File: src/rtl/pidtr_pkg.sv
// ----------------------------------------------------------------------------
// pidtr_pkg
// Types, register map and control store for the PID temperature regulator.
// ----------------------------------------------------------------------------
package pidtr_pkg;

    localparam int TEMP_W  = 16;
    localparam int GAIN_W  = 16;
    localparam int BAND_W  = 8;
    localparam int ERR_W   = 17;
    localparam int DIFF_W  = 18;
    localparam int INTEG_W = 32;
    localparam int OPB_W   = 34;
    localparam int PROD_W  = GAIN_W + 1 + OPB_W;
    localparam int ACC_W   = 52;
    localparam int FRAC_W  = 24;
    localparam int PC_W    = 3;

    localparam logic [2:0] REG_SETPOINT   = 3'd0;
    localparam logic [2:0] REG_PROP_GAIN  = 3'd1;
    localparam logic [2:0] REG_INTEG_GAIN = 3'd2;
    localparam logic [2:0] REG_DERIV_GAIN = 3'd3;
    localparam logic [2:0] REG_STEP_TIME  = 3'd4;
    localparam logic [2:0] REG_INV_STEP   = 3'd5;
    localparam logic [2:0] REG_DEADBAND   = 3'd6;

    localparam logic [PC_W-1:0] PC_FINISH = 3'd7;

    typedef struct packed {
        logic signed [TEMP_W-1:0] setpoint;
        logic [GAIN_W-1:0]        prop_gain;
        logic [GAIN_W-1:0]        integ_gain;
        logic [GAIN_W-1:0]        deriv_gain;
        logic [GAIN_W-1:0]        step_time;
        logic [GAIN_W-1:0]        inv_step_time;
        logic [BAND_W-1:0]        deriv_deadband;
    } cfg_t;

    typedef enum logic [2:0] {
        GAIN_STEP,
        GAIN_INV,
        GAIN_PROP,
        GAIN_INTEG,
        GAIN_DERIV
    } gain_sel_t;

    typedef enum logic [1:0] {
        OPB_ERR,
        OPB_DIFF,
        OPB_INTEG,
        OPB_PROD
    } opb_sel_t;

    typedef enum logic [1:0] {
        ACC_HOLD,
        ACC_LOAD,
        ACC_ADD
    } acc_op_t;

    typedef struct packed {
        gain_sel_t       gain;
        opb_sel_t        opb;
        logic            mul_en;
        logic            ld_err;
        logic            ld_diff;
        logic            ld_integ;
        acc_op_t         acc_op;
        logic            jmp_clear;
        logic            jmp_band;
        logic [PC_W-1:0] target;
        logic            finish;
    } uop_t;

    function automatic uop_t ucode(input logic [PC_W-1:0] pc);
        uop_t u;
        u = '{gain: GAIN_STEP, opb: OPB_ERR, mul_en: 1'b0, ld_err: 1'b0, ld_diff: 1'b0,
              ld_integ: 1'b0, acc_op: ACC_HOLD, jmp_clear: 1'b0, jmp_band: 1'b0,
              target: PC_FINISH, finish: 1'b0};
        case (pc)
            3'd0: begin
                u.ld_err    = 1'b1;
                u.jmp_clear = 1'b1;
            end
            3'd1: begin
                u.gain    = GAIN_STEP;
                u.opb     = OPB_ERR;
                u.mul_en  = 1'b1;
                u.ld_diff = 1'b1;
            end
            3'd2: begin
                u.ld_integ = 1'b1;
                u.gain     = GAIN_PROP;
                u.opb      = OPB_ERR;
                u.mul_en   = 1'b1;
            end
            3'd3: begin
                u.acc_op = ACC_LOAD;
                u.gain   = GAIN_INTEG;
                u.opb    = OPB_INTEG;
                u.mul_en = 1'b1;
            end
            3'd4: begin
                u.acc_op   = ACC_ADD;
                u.gain     = GAIN_INV;
                u.opb      = OPB_DIFF;
                u.mul_en   = 1'b1;
                u.jmp_band = 1'b1;
            end
            3'd5: begin
                u.gain   = GAIN_DERIV;
                u.opb    = OPB_PROD;
                u.mul_en = 1'b1;
            end
            3'd6: begin
                u.acc_op = ACC_ADD;
            end
            3'd7: begin
                u.finish = 1'b1;
            end
            default: begin
                u.finish = 1'b1;
            end
        endcase
        return u;
    endfunction

endpackage

File: src/rtl/pidtr_datapath.sv
// ----------------------------------------------------------------------------
// pidtr_datapath
// Shared multiplier, accumulator and loop state, steered by one control word
// per cycle.
// ----------------------------------------------------------------------------
module pidtr_datapath (
    input  logic                                  aclk,
    input  logic                                  aresetn,
    input  logic                                  load,
    input  logic                                  kind_in,
    input  logic signed [pidtr_pkg::TEMP_W-1:0]   meas_in,
    input  pidtr_pkg::cfg_t                       cfg,
    input  pidtr_pkg::uop_t                       uop,
    output logic                                  kind,
    output logic                                  band_hit,
    output logic signed [pidtr_pkg::TEMP_W-1:0]   drive,
    output logic                                  saturated
);

    localparam int ERR_W   = pidtr_pkg::ERR_W;
    localparam int DIFF_W  = pidtr_pkg::DIFF_W;
    localparam int INTEG_W = pidtr_pkg::INTEG_W;
    localparam int OPB_W   = pidtr_pkg::OPB_W;
    localparam int PROD_W  = pidtr_pkg::PROD_W;
    localparam int ACC_W   = pidtr_pkg::ACC_W;
    localparam int FRAC_W  = pidtr_pkg::FRAC_W;
    localparam int GAIN_W  = pidtr_pkg::GAIN_W;
    localparam int Q_W     = ACC_W - FRAC_W;

    logic                       kind_reg;
    logic signed [15:0]         meas_reg;
    logic signed [ERR_W-1:0]    err_reg;
    logic signed [DIFF_W-1:0]   diff_reg;
    logic signed [INTEG_W-1:0]  integ_reg, integ_next;
    logic signed [ERR_W-1:0]    prev_reg;
    logic signed [PROD_W-1:0]   prod_reg;
    logic signed [ACC_W-1:0]    acc_reg;
    logic                       sat_reg;

    logic [GAIN_W-1:0]          gain;
    logic signed [OPB_W-1:0]    opb;
    logic signed [ERR_W-1:0]    err_now;
    logic signed [INTEG_W:0]    integ_sum;
    logic                       integ_clamp;
    logic [DIFF_W-1:0]          diff_mag;
    logic signed [ACC_W-1:0]    acc_adj;
    logic signed [Q_W-1:0]      quot;
    logic                       drive_clamp;

    always_comb begin
        case (uop.gain)
            pidtr_pkg::GAIN_STEP:  gain = cfg.step_time;
            pidtr_pkg::GAIN_INV:   gain = cfg.inv_step_time;
            pidtr_pkg::GAIN_PROP:  gain = cfg.prop_gain;
            pidtr_pkg::GAIN_INTEG: gain = cfg.integ_gain;
            pidtr_pkg::GAIN_DERIV: gain = cfg.deriv_gain;
            default:               gain = '0;
        endcase
        case (uop.opb)
            pidtr_pkg::OPB_ERR:   opb = OPB_W'(err_reg);
            pidtr_pkg::OPB_DIFF:  opb = OPB_W'(diff_reg);
            pidtr_pkg::OPB_INTEG: opb = OPB_W'(integ_reg);
            pidtr_pkg::OPB_PROD:  opb = prod_reg[OPB_W-1:0];
            default:              opb = '0;
        endcase
    end

    assign err_now = ERR_W'(cfg.setpoint) - ERR_W'(meas_reg);

    // floor of the Q.24 increment down to Q.16
    assign integ_sum = (INTEG_W+1)'(integ_reg)
                     + (INTEG_W+1)'($signed(prod_reg[ERR_W+GAIN_W-1:8]));

    always_comb begin
        integ_clamp = 1'b0;
        integ_next  = integ_sum[INTEG_W-1:0];
        if (integ_sum[INTEG_W] != integ_sum[INTEG_W-1]) begin
            integ_clamp = 1'b1;
            integ_next  = integ_sum[INTEG_W] ? {1'b1, {(INTEG_W-1){1'b0}}}
                                             : {1'b0, {(INTEG_W-1){1'b1}}};
        end
    end

    assign diff_mag = diff_reg[DIFF_W-1] ? DIFF_W'(-diff_reg) : diff_reg;
    assign band_hit = diff_mag <= DIFF_W'(cfg.deriv_deadband);

    // truncate toward zero
    assign acc_adj = acc_reg + (acc_reg[ACC_W-1] ? ACC_W'({FRAC_W{1'b1}}) : ACC_W'(0));
    assign quot    = acc_adj[ACC_W-1:FRAC_W];

    always_comb begin
        drive_clamp = 1'b0;
        drive       = quot[15:0];
        if (quot > Q_W'(32767)) begin
            drive_clamp = 1'b1;
            drive       = 16'sh7fff;
        end else if (quot < -Q_W'(32768)) begin
            drive_clamp = 1'b1;
            drive       = 16'sh8000;
        end
        if (kind_reg) begin
            drive       = '0;
            drive_clamp = 1'b0;
        end
    end

    assign saturated = kind_reg ? 1'b0 : (sat_reg | drive_clamp);
    assign kind      = kind_reg;

    always_ff @(posedge aclk) begin
        if (load) begin
            kind_reg <= kind_in;
            meas_reg <= meas_in;
        end
        if (uop.ld_err) begin
            err_reg <= err_now;
        end
        if (uop.ld_diff) begin
            diff_reg <= DIFF_W'(err_reg) - DIFF_W'(prev_reg);
        end
        if (uop.mul_en) begin
            prod_reg <= $signed({1'b0, gain}) * opb;
        end
        case (uop.acc_op)
            pidtr_pkg::ACC_LOAD: acc_reg <= {prod_reg[ACC_W-9:0], 8'b0};
            pidtr_pkg::ACC_ADD:  acc_reg <= acc_reg + ACC_W'(prod_reg);
            default:             acc_reg <= acc_reg;
        endcase
    end

    always_ff @(posedge aclk) begin
        if (!aresetn) begin
            integ_reg <= '0;
            prev_reg  <= '0;
            sat_reg   <= 1'b0;
        end else begin
            if (uop.ld_err) begin
                sat_reg <= 1'b0;
                if (kind_reg) begin
                    integ_reg <= '0;
                    prev_reg  <= '0;
                end
            end
            if (uop.ld_integ) begin
                integ_reg <= integ_next;
                prev_reg  <= err_reg;
                sat_reg   <= integ_clamp;
            end
        end
    end

endmodule

File: src/rtl/pid_temperature_regulator.sv
// ----------------------------------------------------------------------------
// pid_temperature_regulator
// Discrete PID regulator for temperature samples, Q7.8 in, whole units out.
// ----------------------------------------------------------------------------
// One item is taken at a time. A temperature sample runs through an eight-step
// control program over one shared 17x34 multiplier, skipping the derivative
// steps when the error change lies inside the derivative deadband; a clear
// request jumps from the first step to the last. The result waits in an output
// register; the next item is accepted once the program is back at its first
// step, in the cycle after the result is registered. The last step holds while
// the output register is full and not being taken. Registers are to be written
// by the user over the APB port only while idle; the block does not enforce it.
module pid_temperature_regulator (
    input  logic        aclk,
    input  logic        aresetn,
    input  logic        s_tvalid,
    output logic        s_tready,
    input  logic [15:0] s_tdata,   // [15:0] measured_temp
    input  logic [0:0]  s_tuser,   // [0] kind
    output logic        m_tvalid,
    input  logic        m_tready,
    output logic [15:0] m_tdata,   // [15:0] drive
    output logic [0:0]  m_tuser,   // [0] saturated
    input  logic        psel,
    input  logic        penable,
    input  logic        pwrite,
    input  logic [4:0]  paddr,
    input  logic [31:0] pwdata,
    output logic [31:0] prdata,
    output logic        pready
);

    localparam int PC_W = pidtr_pkg::PC_W;

    pidtr_pkg::cfg_t    cfg_reg;
    pidtr_pkg::uop_t    uop;
    logic               busy_reg, busy_next;
    logic [PC_W-1:0]    pc_reg, pc_next;
    logic               m_valid_reg, m_valid_next;
    logic [15:0]        m_data_reg;
    logic               m_sat_reg;
    logic               accept, wr_en, stall, retire;
    logic               kind, band_hit, sat;
    logic signed [15:0] drive;
    logic [2:0]         reg_idx;

    assign pready  = 1'b1;
    assign reg_idx = paddr[4:2];
    assign wr_en   = psel & penable & pwrite;

    always_ff @(posedge aclk) begin
        if (!aresetn) begin
            cfg_reg <= '{setpoint: 16'sd6400, prop_gain: 16'd8960, integ_gain: 16'd307,
                         deriv_gain: 16'd115, step_time: 16'd19726,
                         inv_step_time: 16'd850, deriv_deadband: 8'd0};
        end else if (wr_en) begin
            case (reg_idx)
                pidtr_pkg::REG_SETPOINT:   cfg_reg.setpoint       <= pwdata[15:0];
                pidtr_pkg::REG_PROP_GAIN:  cfg_reg.prop_gain      <= pwdata[15:0];
                pidtr_pkg::REG_INTEG_GAIN: cfg_reg.integ_gain     <= pwdata[15:0];
                pidtr_pkg::REG_DERIV_GAIN: cfg_reg.deriv_gain     <= pwdata[15:0];
                pidtr_pkg::REG_STEP_TIME:  cfg_reg.step_time      <= pwdata[15:0];
                pidtr_pkg::REG_INV_STEP:   cfg_reg.inv_step_time  <= pwdata[15:0];
                pidtr_pkg::REG_DEADBAND:   cfg_reg.deriv_deadband <= pwdata[7:0];
                default: ;
            endcase
        end
    end

    always_comb begin
        case (reg_idx)
            pidtr_pkg::REG_SETPOINT:   prdata = {16'b0, cfg_reg.setpoint};
            pidtr_pkg::REG_PROP_GAIN:  prdata = {16'b0, cfg_reg.prop_gain};
            pidtr_pkg::REG_INTEG_GAIN: prdata = {16'b0, cfg_reg.integ_gain};
            pidtr_pkg::REG_DERIV_GAIN: prdata = {16'b0, cfg_reg.deriv_gain};
            pidtr_pkg::REG_STEP_TIME:  prdata = {16'b0, cfg_reg.step_time};
            pidtr_pkg::REG_INV_STEP:   prdata = {16'b0, cfg_reg.inv_step_time};
            pidtr_pkg::REG_DEADBAND:   prdata = {24'b0, cfg_reg.deriv_deadband};
            default:                   prdata = '0;
        endcase
    end

    assign uop      = busy_reg ? pidtr_pkg::ucode(pc_reg) : '0;
    assign s_tready = !busy_reg;
    assign accept   = s_tvalid & s_tready;
    assign stall    = m_valid_reg & !m_tready;
    assign retire   = busy_reg & uop.finish & !stall;

    always_comb begin
        busy_next    = busy_reg;
        pc_next      = pc_reg;
        m_valid_next = m_valid_reg;
        if (m_valid_reg && m_tready) begin
            m_valid_next = 1'b0;
        end
        if (accept) begin
            busy_next = 1'b1;
            pc_next   = '0;
        end else if (busy_reg) begin
            if (uop.finish) begin
                if (!stall) begin
                    busy_next    = 1'b0;
                    pc_next      = '0;
                    m_valid_next = 1'b1;
                end
            end else if ((uop.jmp_clear && kind) || (uop.jmp_band && band_hit)) begin
                pc_next = uop.target;
            end else begin
                pc_next = pc_reg + PC_W'(1);
            end
        end
    end

    always_ff @(posedge aclk) begin
        if (!aresetn) begin
            busy_reg    <= 1'b0;
            pc_reg      <= '0;
            m_valid_reg <= 1'b0;
        end else begin
            busy_reg    <= busy_next;
            pc_reg      <= pc_next;
            m_valid_reg <= m_valid_next;
        end
    end

    always_ff @(posedge aclk) begin
        if (retire) begin
            m_data_reg <= drive;
            m_sat_reg  <= sat;
        end
    end

    assign m_tvalid = m_valid_reg;
    assign m_tdata  = m_data_reg;
    assign m_tuser  = m_sat_reg;

    pidtr_datapath u_datapath (
        .aclk      (aclk),
        .aresetn   (aresetn),
        .load      (accept),
        .kind_in   (s_tuser[0]),
        .meas_in   (s_tdata),
        .cfg       (cfg_reg),
        .uop       (uop),
        .kind      (kind),
        .band_hit  (band_hit),
        .drive     (drive),
        .saturated (sat)
    );

endmodule

File: config.mk
export PLATFORM = sky130hd
export DESIGN_NAME = pid_temperature_regulator
export DESIGN_NICKNAME = d
export VERILOG_FILES = /design/src/rtl/pidtr_pkg.sv /design/src/rtl/pidtr_datapath.sv /design/src/rtl/pid_temperature_regulator.sv
export SDC_FILE = /design/constraint.sdc
export NUM_CORES = 2
export LEC_CHECK = 0
export BUFFER_PORTS_ARGS = -buffer_cell sky130_fd_sc_hd__buf_2
export CAP_MARGIN = 15
export CORE_MARGIN = 2
export CORE_UTILIZATION = 55
export CTS_BUF_LIST = sky130_fd_sc_hd__clkbuf_4 sky130_fd_sc_hd__clkbuf_8
export CTS_CLUSTER_DIAMETER = 60
export DETAILED_ROUTE_END_ITERATION = 10
export PLACE_DENSITY_LB_ADDON = 0.08
export SYNTH_ARGS = -nofsm -noshare
export SYNTH_HDL_FRONTEND = slang
export SYNTH_SLANG_ARGS = --single-unit
export TNS_END_PERCENT = 20
File: constraint.sdc
create_clock -name aclk -period 10.2 [get_ports aclk]
set_clock_uncertainty 0.05 [all_clocks]
set_input_delay 1.02 -clock aclk [delete_from_list [all_inputs] [get_ports aclk]]
set_output_delay 1.02 -clock aclk [all_outputs]
set_load 0.01 [all_outputs]
* After elaboration in Yosys (flattened, before gate mapping)
Cells that the tools add are included.
Storage, ports and cells: register bits after elaboration 331, input bits 61, logic and storage cells 133
Cells by class: add/subtract/negate cells 7, multipliers 1, magnitude comparators 3, equal/unequal tests 24, multiplexer cells 42, bitwise gates (word level) 8, reduce and logical (&&, ||, !) cells 26
Operators by type and width (count):
- $mux 32 | 5
- $pmux 34 s4 | 1
- $pmux 16 s7 | 1
- $pmux 52 s2 | 1
- $pmux 16 s5 | 1
- $mux 17 | 4
- $add 52x51->52 | 1
- $add 52x52->52 | 1
- $mul 17x34->51 | 1
- $add 32x25->33 | 1
- $pmux 6 s5 | 1
- $gt 28x16->1 const B | 1
- $lt 28x16->1 const B | 1
- $eq 3x3->1 const B | 8
- $mux 24 | 1
- $mux 1 | 20
- $eq 3x2->1 const B | 6
- $le 18x8->1 | 1
- $mux 18 | 1
- $neg 18->18 | 1
- $reduce_and 2->1 | 9
- $sub 17x17->18 | 1
- $sub 16x16->17 | 1
- $mux 16 | 1
- 19 further kinds | 41

* Depth between registers and ports, before layout
depth in word-level cells 8, mapped depth 38

* Cells and area by module
Synthesis repeated with hierarchy kept, for this count alone.
Second synthesis, totals: cells, all modules 4411, area total of the unflattened synthesis 40436.3 µm²
By module, submodules not included:
- pidtr_datapath | times used 1, cells each 3815, area an instance 34584.4 µm²
- pid_temperature_regulator | times used 1, cells each 596, area an instance 5851.9 µm²

* Least setup slack after synthesis
Ideal clock, no wire load.
path type reg2reg, start point reg pc_reg[0], end point reg u_datapath.prod_reg[49], data pin, arrival 9.457 ns, required time 9.892 ns, setup slack 0.435 ns, cell stages (with the launch flop) 33, path buffers 4, clock period less this slack 9.765 ns, cells stage by stage dfxtp_1 -> ha_1 -> and3_1 -> nand3b_1 -> a21boi_1 -> buf_4 -> buf_4 -> mux2i_1 -> nand2_1 -> a32oi_1 -> buf_2 -> nor2_1 -> fa_1 -> inv_1 -> fa_1 -> inv_1 -> fa_1 -> fa_1 -> fa_1 -> fa_1 -> ha_1 -> clkbuf_1 -> a21oi_1 -> nand2_1 -> a221oi_1 -> o21ai_1 -> a221oi_2 -> o21ai_2 -> a41oi_2 -> a21oi_1 -> a41o_1 -> a21oi_1 -> xnor2_1
Between the ends: cells in the longest elaborated chain, start to end 6
RTL lines:
- start: declaration | line pid_temperature_regulator.sv:38 | logic [PC_W-1:0] pc_reg, pc_next;
- start signal: assignment | line pid_temperature_regulator.sv:121 | pc_reg <= pc_next;
- $eq 3x3->1, or another cell as far along | line pidtr_pkg.sv:79 | case (pc)
- $pmux 6 s5 (*) | line pidtr_pkg.sv:79
- $mux 17 (*) | line pid_temperature_regulator.sv:83 | assign uop = busy_reg ? pidtr_pkg::ucode(pc_reg) : '0;
- $eq 3x3->1, or another cell as far along | line pidtr_datapath.sv:51 | case (uop.gain)
- $pmux 16 s5 / $pmux 34 s4 (equally long branches) | line pidtr_datapath.sv:51, pidtr_datapath.sv:59
- $mul 17x34->51 (*) | line pidtr_datapath.sv:122 | prod_reg <= $signed({1'b0, gain}) * opb;
- end signal: assignment | line pidtr_datapath.sv:122
- end: declaration | line pidtr_datapath.sv:36 | logic signed [PROD_W-1:0] prod_reg;
Every way passes the cells marked *; elsewhere a longest branch is shown, timed or not. A chain may end at the register's enable or synchronous reset.

* Worst setup path after layout
start point reg pc_reg[0], end point reg u_datapath.prod_reg[46], data pin
Same word-level chain as after synthesis.

==> impl_metrics.ini <==
[die]
start_util_pct = 55.5
die_height_um = 275
core_um2 = 73000
die-width_um = 275
dieArea_um2 = 75800
ios = 113
rows = 99

[timing]
fin_crit_sh_pct = 95.3
layout_min_cycle_time_ns = 9.73
max_freq_mhz = 103
worst_slew_pin_slew_ns = 1.10
hold_violations = 0
report.final.slew_viol_count = 0
setup-violations-final = 0
slew_headroom_pct = 25.7
setup_tns_ns = 0

[cts]
cts_made_buffers = 66
clk_pin_slew_ns = 0.05
htreeDepth = 3
cts_tree = yes
cts_sinks = 331
clk_latency_ns = 0.65
cts-root-buf = clkbuf_8
cts_setup_buffers = 0
ctsLongestPathBuffers = 3

[detailed_routing]
vias = 32000
drt_iter0_drc = 2375
final_antenna_net_count = 0
drt_pass1_iterations = 7
drc = 0
wl_um = 112000
avgRoutedWirePerCell_um = 19.8
viasPerCell = 5.68

[global_route]
grt_overflow = 0
gr-usage-all-layers_pct = 30.5
grt_pass1_wl_um = 178000
grt_pass1_vias = 32100
antenna_found_initial = 2
grt_start_max_net_pins = 105

[worst_setup_path]
crit_path_end = u_datapath.prod_reg[46]$_DFFE_PP_
path_max_fanout = 16
arrival_ns = 10.05
cp.required_ns = 10.52
crit_path_start_kind = flip-flop
critPathKind = reg2reg
reg2regPathDepth = 31
end_kind = flip-flop
reg2reg_from = pc_reg[0]$_SDFFE_PP0P_
rrSetupSlack_ns = 0.47
cpMostUsedCell = fa_1
crit_start = pc_reg[0]$_SDFFE_PP0P_
rr_endpoint = u_datapath.prod_reg[46]$_DFFE_PP_
cpPeakStageDelay_ns = 1.01
slowest_stage = o21ai_0

[worst_hold_path]
hold_class = reg2reg

[logic_synthesis]
synthCells = 4587
synthArstFlopShare_pct = 0
synthSimpleGateAreaFrac_pct = 15.4
yosys.area_share.adder_pct = 34.3
ys_ff_latch = 331
synth_top_area_share_pct = 25.8
synth.most_common_cell = nand2_1
synth_edf_count = 172
synth_compound_area_share_pct = 13.5
synth_xor_area_share_pct = 3.68
yosysUniqueCellTypes = 92
synthMuxAreaShare_pct = 3.52
synthTopCellsByCount = 710 x nand2_1, 709 x inv_1, 521 x fa_1
synth_flop_cell = edfxtp_1
synth_area_um2 = 40500
yosysWarningCount = 0
synth_top_family_by_area = adder cells
ys_seq_area_share_pct = 20.6
avgSynthCellArea_um2 = 8.82
ys_top_cells_by_area = fa_1 26%, edfxtp_1 13%, ha_1 8.5%
synth_top_cell_by_area = fa_1

[final_layout]
fin_area_um2 = 43300
n_fill_cell = 6667
seqCellArea_um2 = 8350
area_growth_pct = 6.96
largest_register_ffs = 104
fin_nets = 5481
drive_above_1_share_pct = 9.23
multi_input_area_um2 = 28600

[status]
status = completed

[pwr]
irDropWorstVdd_uv = 442
power.density_nw_per_um2 = 316
power_leakage_uw = 0.0197

[run]
cap_violations = 0

[place]
placed_area_um2 = 41900
place_congestion = 0.938
dp_hpwl_um = 88100
io_buffers = 77
## layout by cell type, fill, tap and decap left out, drive strengths merged, types with 33 or more instances in the layout
master    n
clkbuf   93
edfxtp  172
nor2    361
nor2b    75
nand3    70
nand2b   39
nand2   711
a22oi    35
a21oi   193
fa      521
buf     163
mux2     55
and3     33
o21ai   190
a21o     79
xor2     52
a21boi   88
dfxtp   159
inv     714
nor3     37
ha      276
xnor2   118
a31oi    38
## layout make-up
type	instances	area share, %
Antenna cell	2	0.0116
Timing Repair Buffer	163	2.53
Clock buffer	93	2.70
Tap cell	959	2.77
Multi-Input combinational cell	3351	66.1
Sequential cell	331	19.3
Inverter	710	6.16
Clock inverter	24	0.491
## cell families after synthesis
group / Yosys count
muxes: 108
DFF: 331
other: 2
and+or+nand+nor: 1435
AOI/OAI and AO/OA: 824
buffers and inverters: 920
xor gates and xnor gates: 170
adders and majority gates: 797
## stage by stage
| stage | setup slack, ns | hold slack, ns | total power [uW] | cells | utilization, % |
|---|---|---|---|---|---|
| 2_1_floorplan | 0.435 | 0.394 | 9690 | 4602 | - |
| 3_3_place_gp | 0.640 | 0.409 | 12000 | 5514 | 57.4 |
| 3_5_place_dp | 0.554 | 0.421 | 12100 | 5514 | 57.4 |
| 4_1_cts | 0.509 | 0.428 | 13600 | 5631 | 59.3 |
| 5_1_grt | -0.00223 | 0.446 | 15100 | 5633 | 59.3 |
| 6_report | 0.474 | 0.426 | 13700 | 5633 | 59.3 |
## worst min path at each step
| stage | slack [ns] | depth (start not counted) | to | from |
|---|---|---|---|---|
| floorplan | 0.39 | 2 | u_datapath.integ_reg[17]$_SDFFE_PN0P_ | u_datapath.integ_reg[17]$_SDFFE_PN0P_ |
| global placement | 0.41 | 2 | u_datapath.integ_reg[19]$_SDFFE_PN0P_ | u_datapath.integ_reg[19]$_SDFFE_PN0P_ |
| detailed placement | 0.42 | 2 | u_datapath.integ_reg[18]$_SDFFE_PN0P_ | u_datapath.integ_reg[18]$_SDFFE_PN0P_ |
| CTS | 0.43 | 2 | u_datapath.integ_reg[19]$_SDFFE_PN0P_ | u_datapath.integ_reg[19]$_SDFFE_PN0P_ |
| global route | 0.45 | 2 | cfg_reg[24]$_SDFFE_PN0P_ | cfg_reg[24]$_SDFFE_PN0P_ |
| finish | 0.43 | 2 | u_datapath.integ_reg[8]$_SDFFE_PN0P_ | u_datapath.integ_reg[8]$_SDFFE_PN0P_ |
## where the power goes
group          internal (uW)  switching, uW
clock                    819            621
combinational           4220           5810
sequential              2000            191
total                   7040           6620
## critical path: cells and delay by family (launching register included)
kind	cells	cell delay (ns)
buf+inv	5	0.29
simple gates	5	1.41
compound gates	12	3.61
flops	1	0.42
xor+xnor	1	0.09
fa+ha+maj	8	3.59
## timing repair
item	4_1_cts	5_1_grt
gates resized for setup	0	6
hold buffers	0	0
endpoints found under the setup margin	0	10
## metal layers
metal	track usage, %	up-vias	wire [um]
li1	-	15000	-
met1	44.0	15800	50600
met2	47.6	1048	49800
met3	5.24	168	8730
met4	7.82	0	2570
met5	0	-	0
Note: power is estimated with default switching activity, not from simulation.
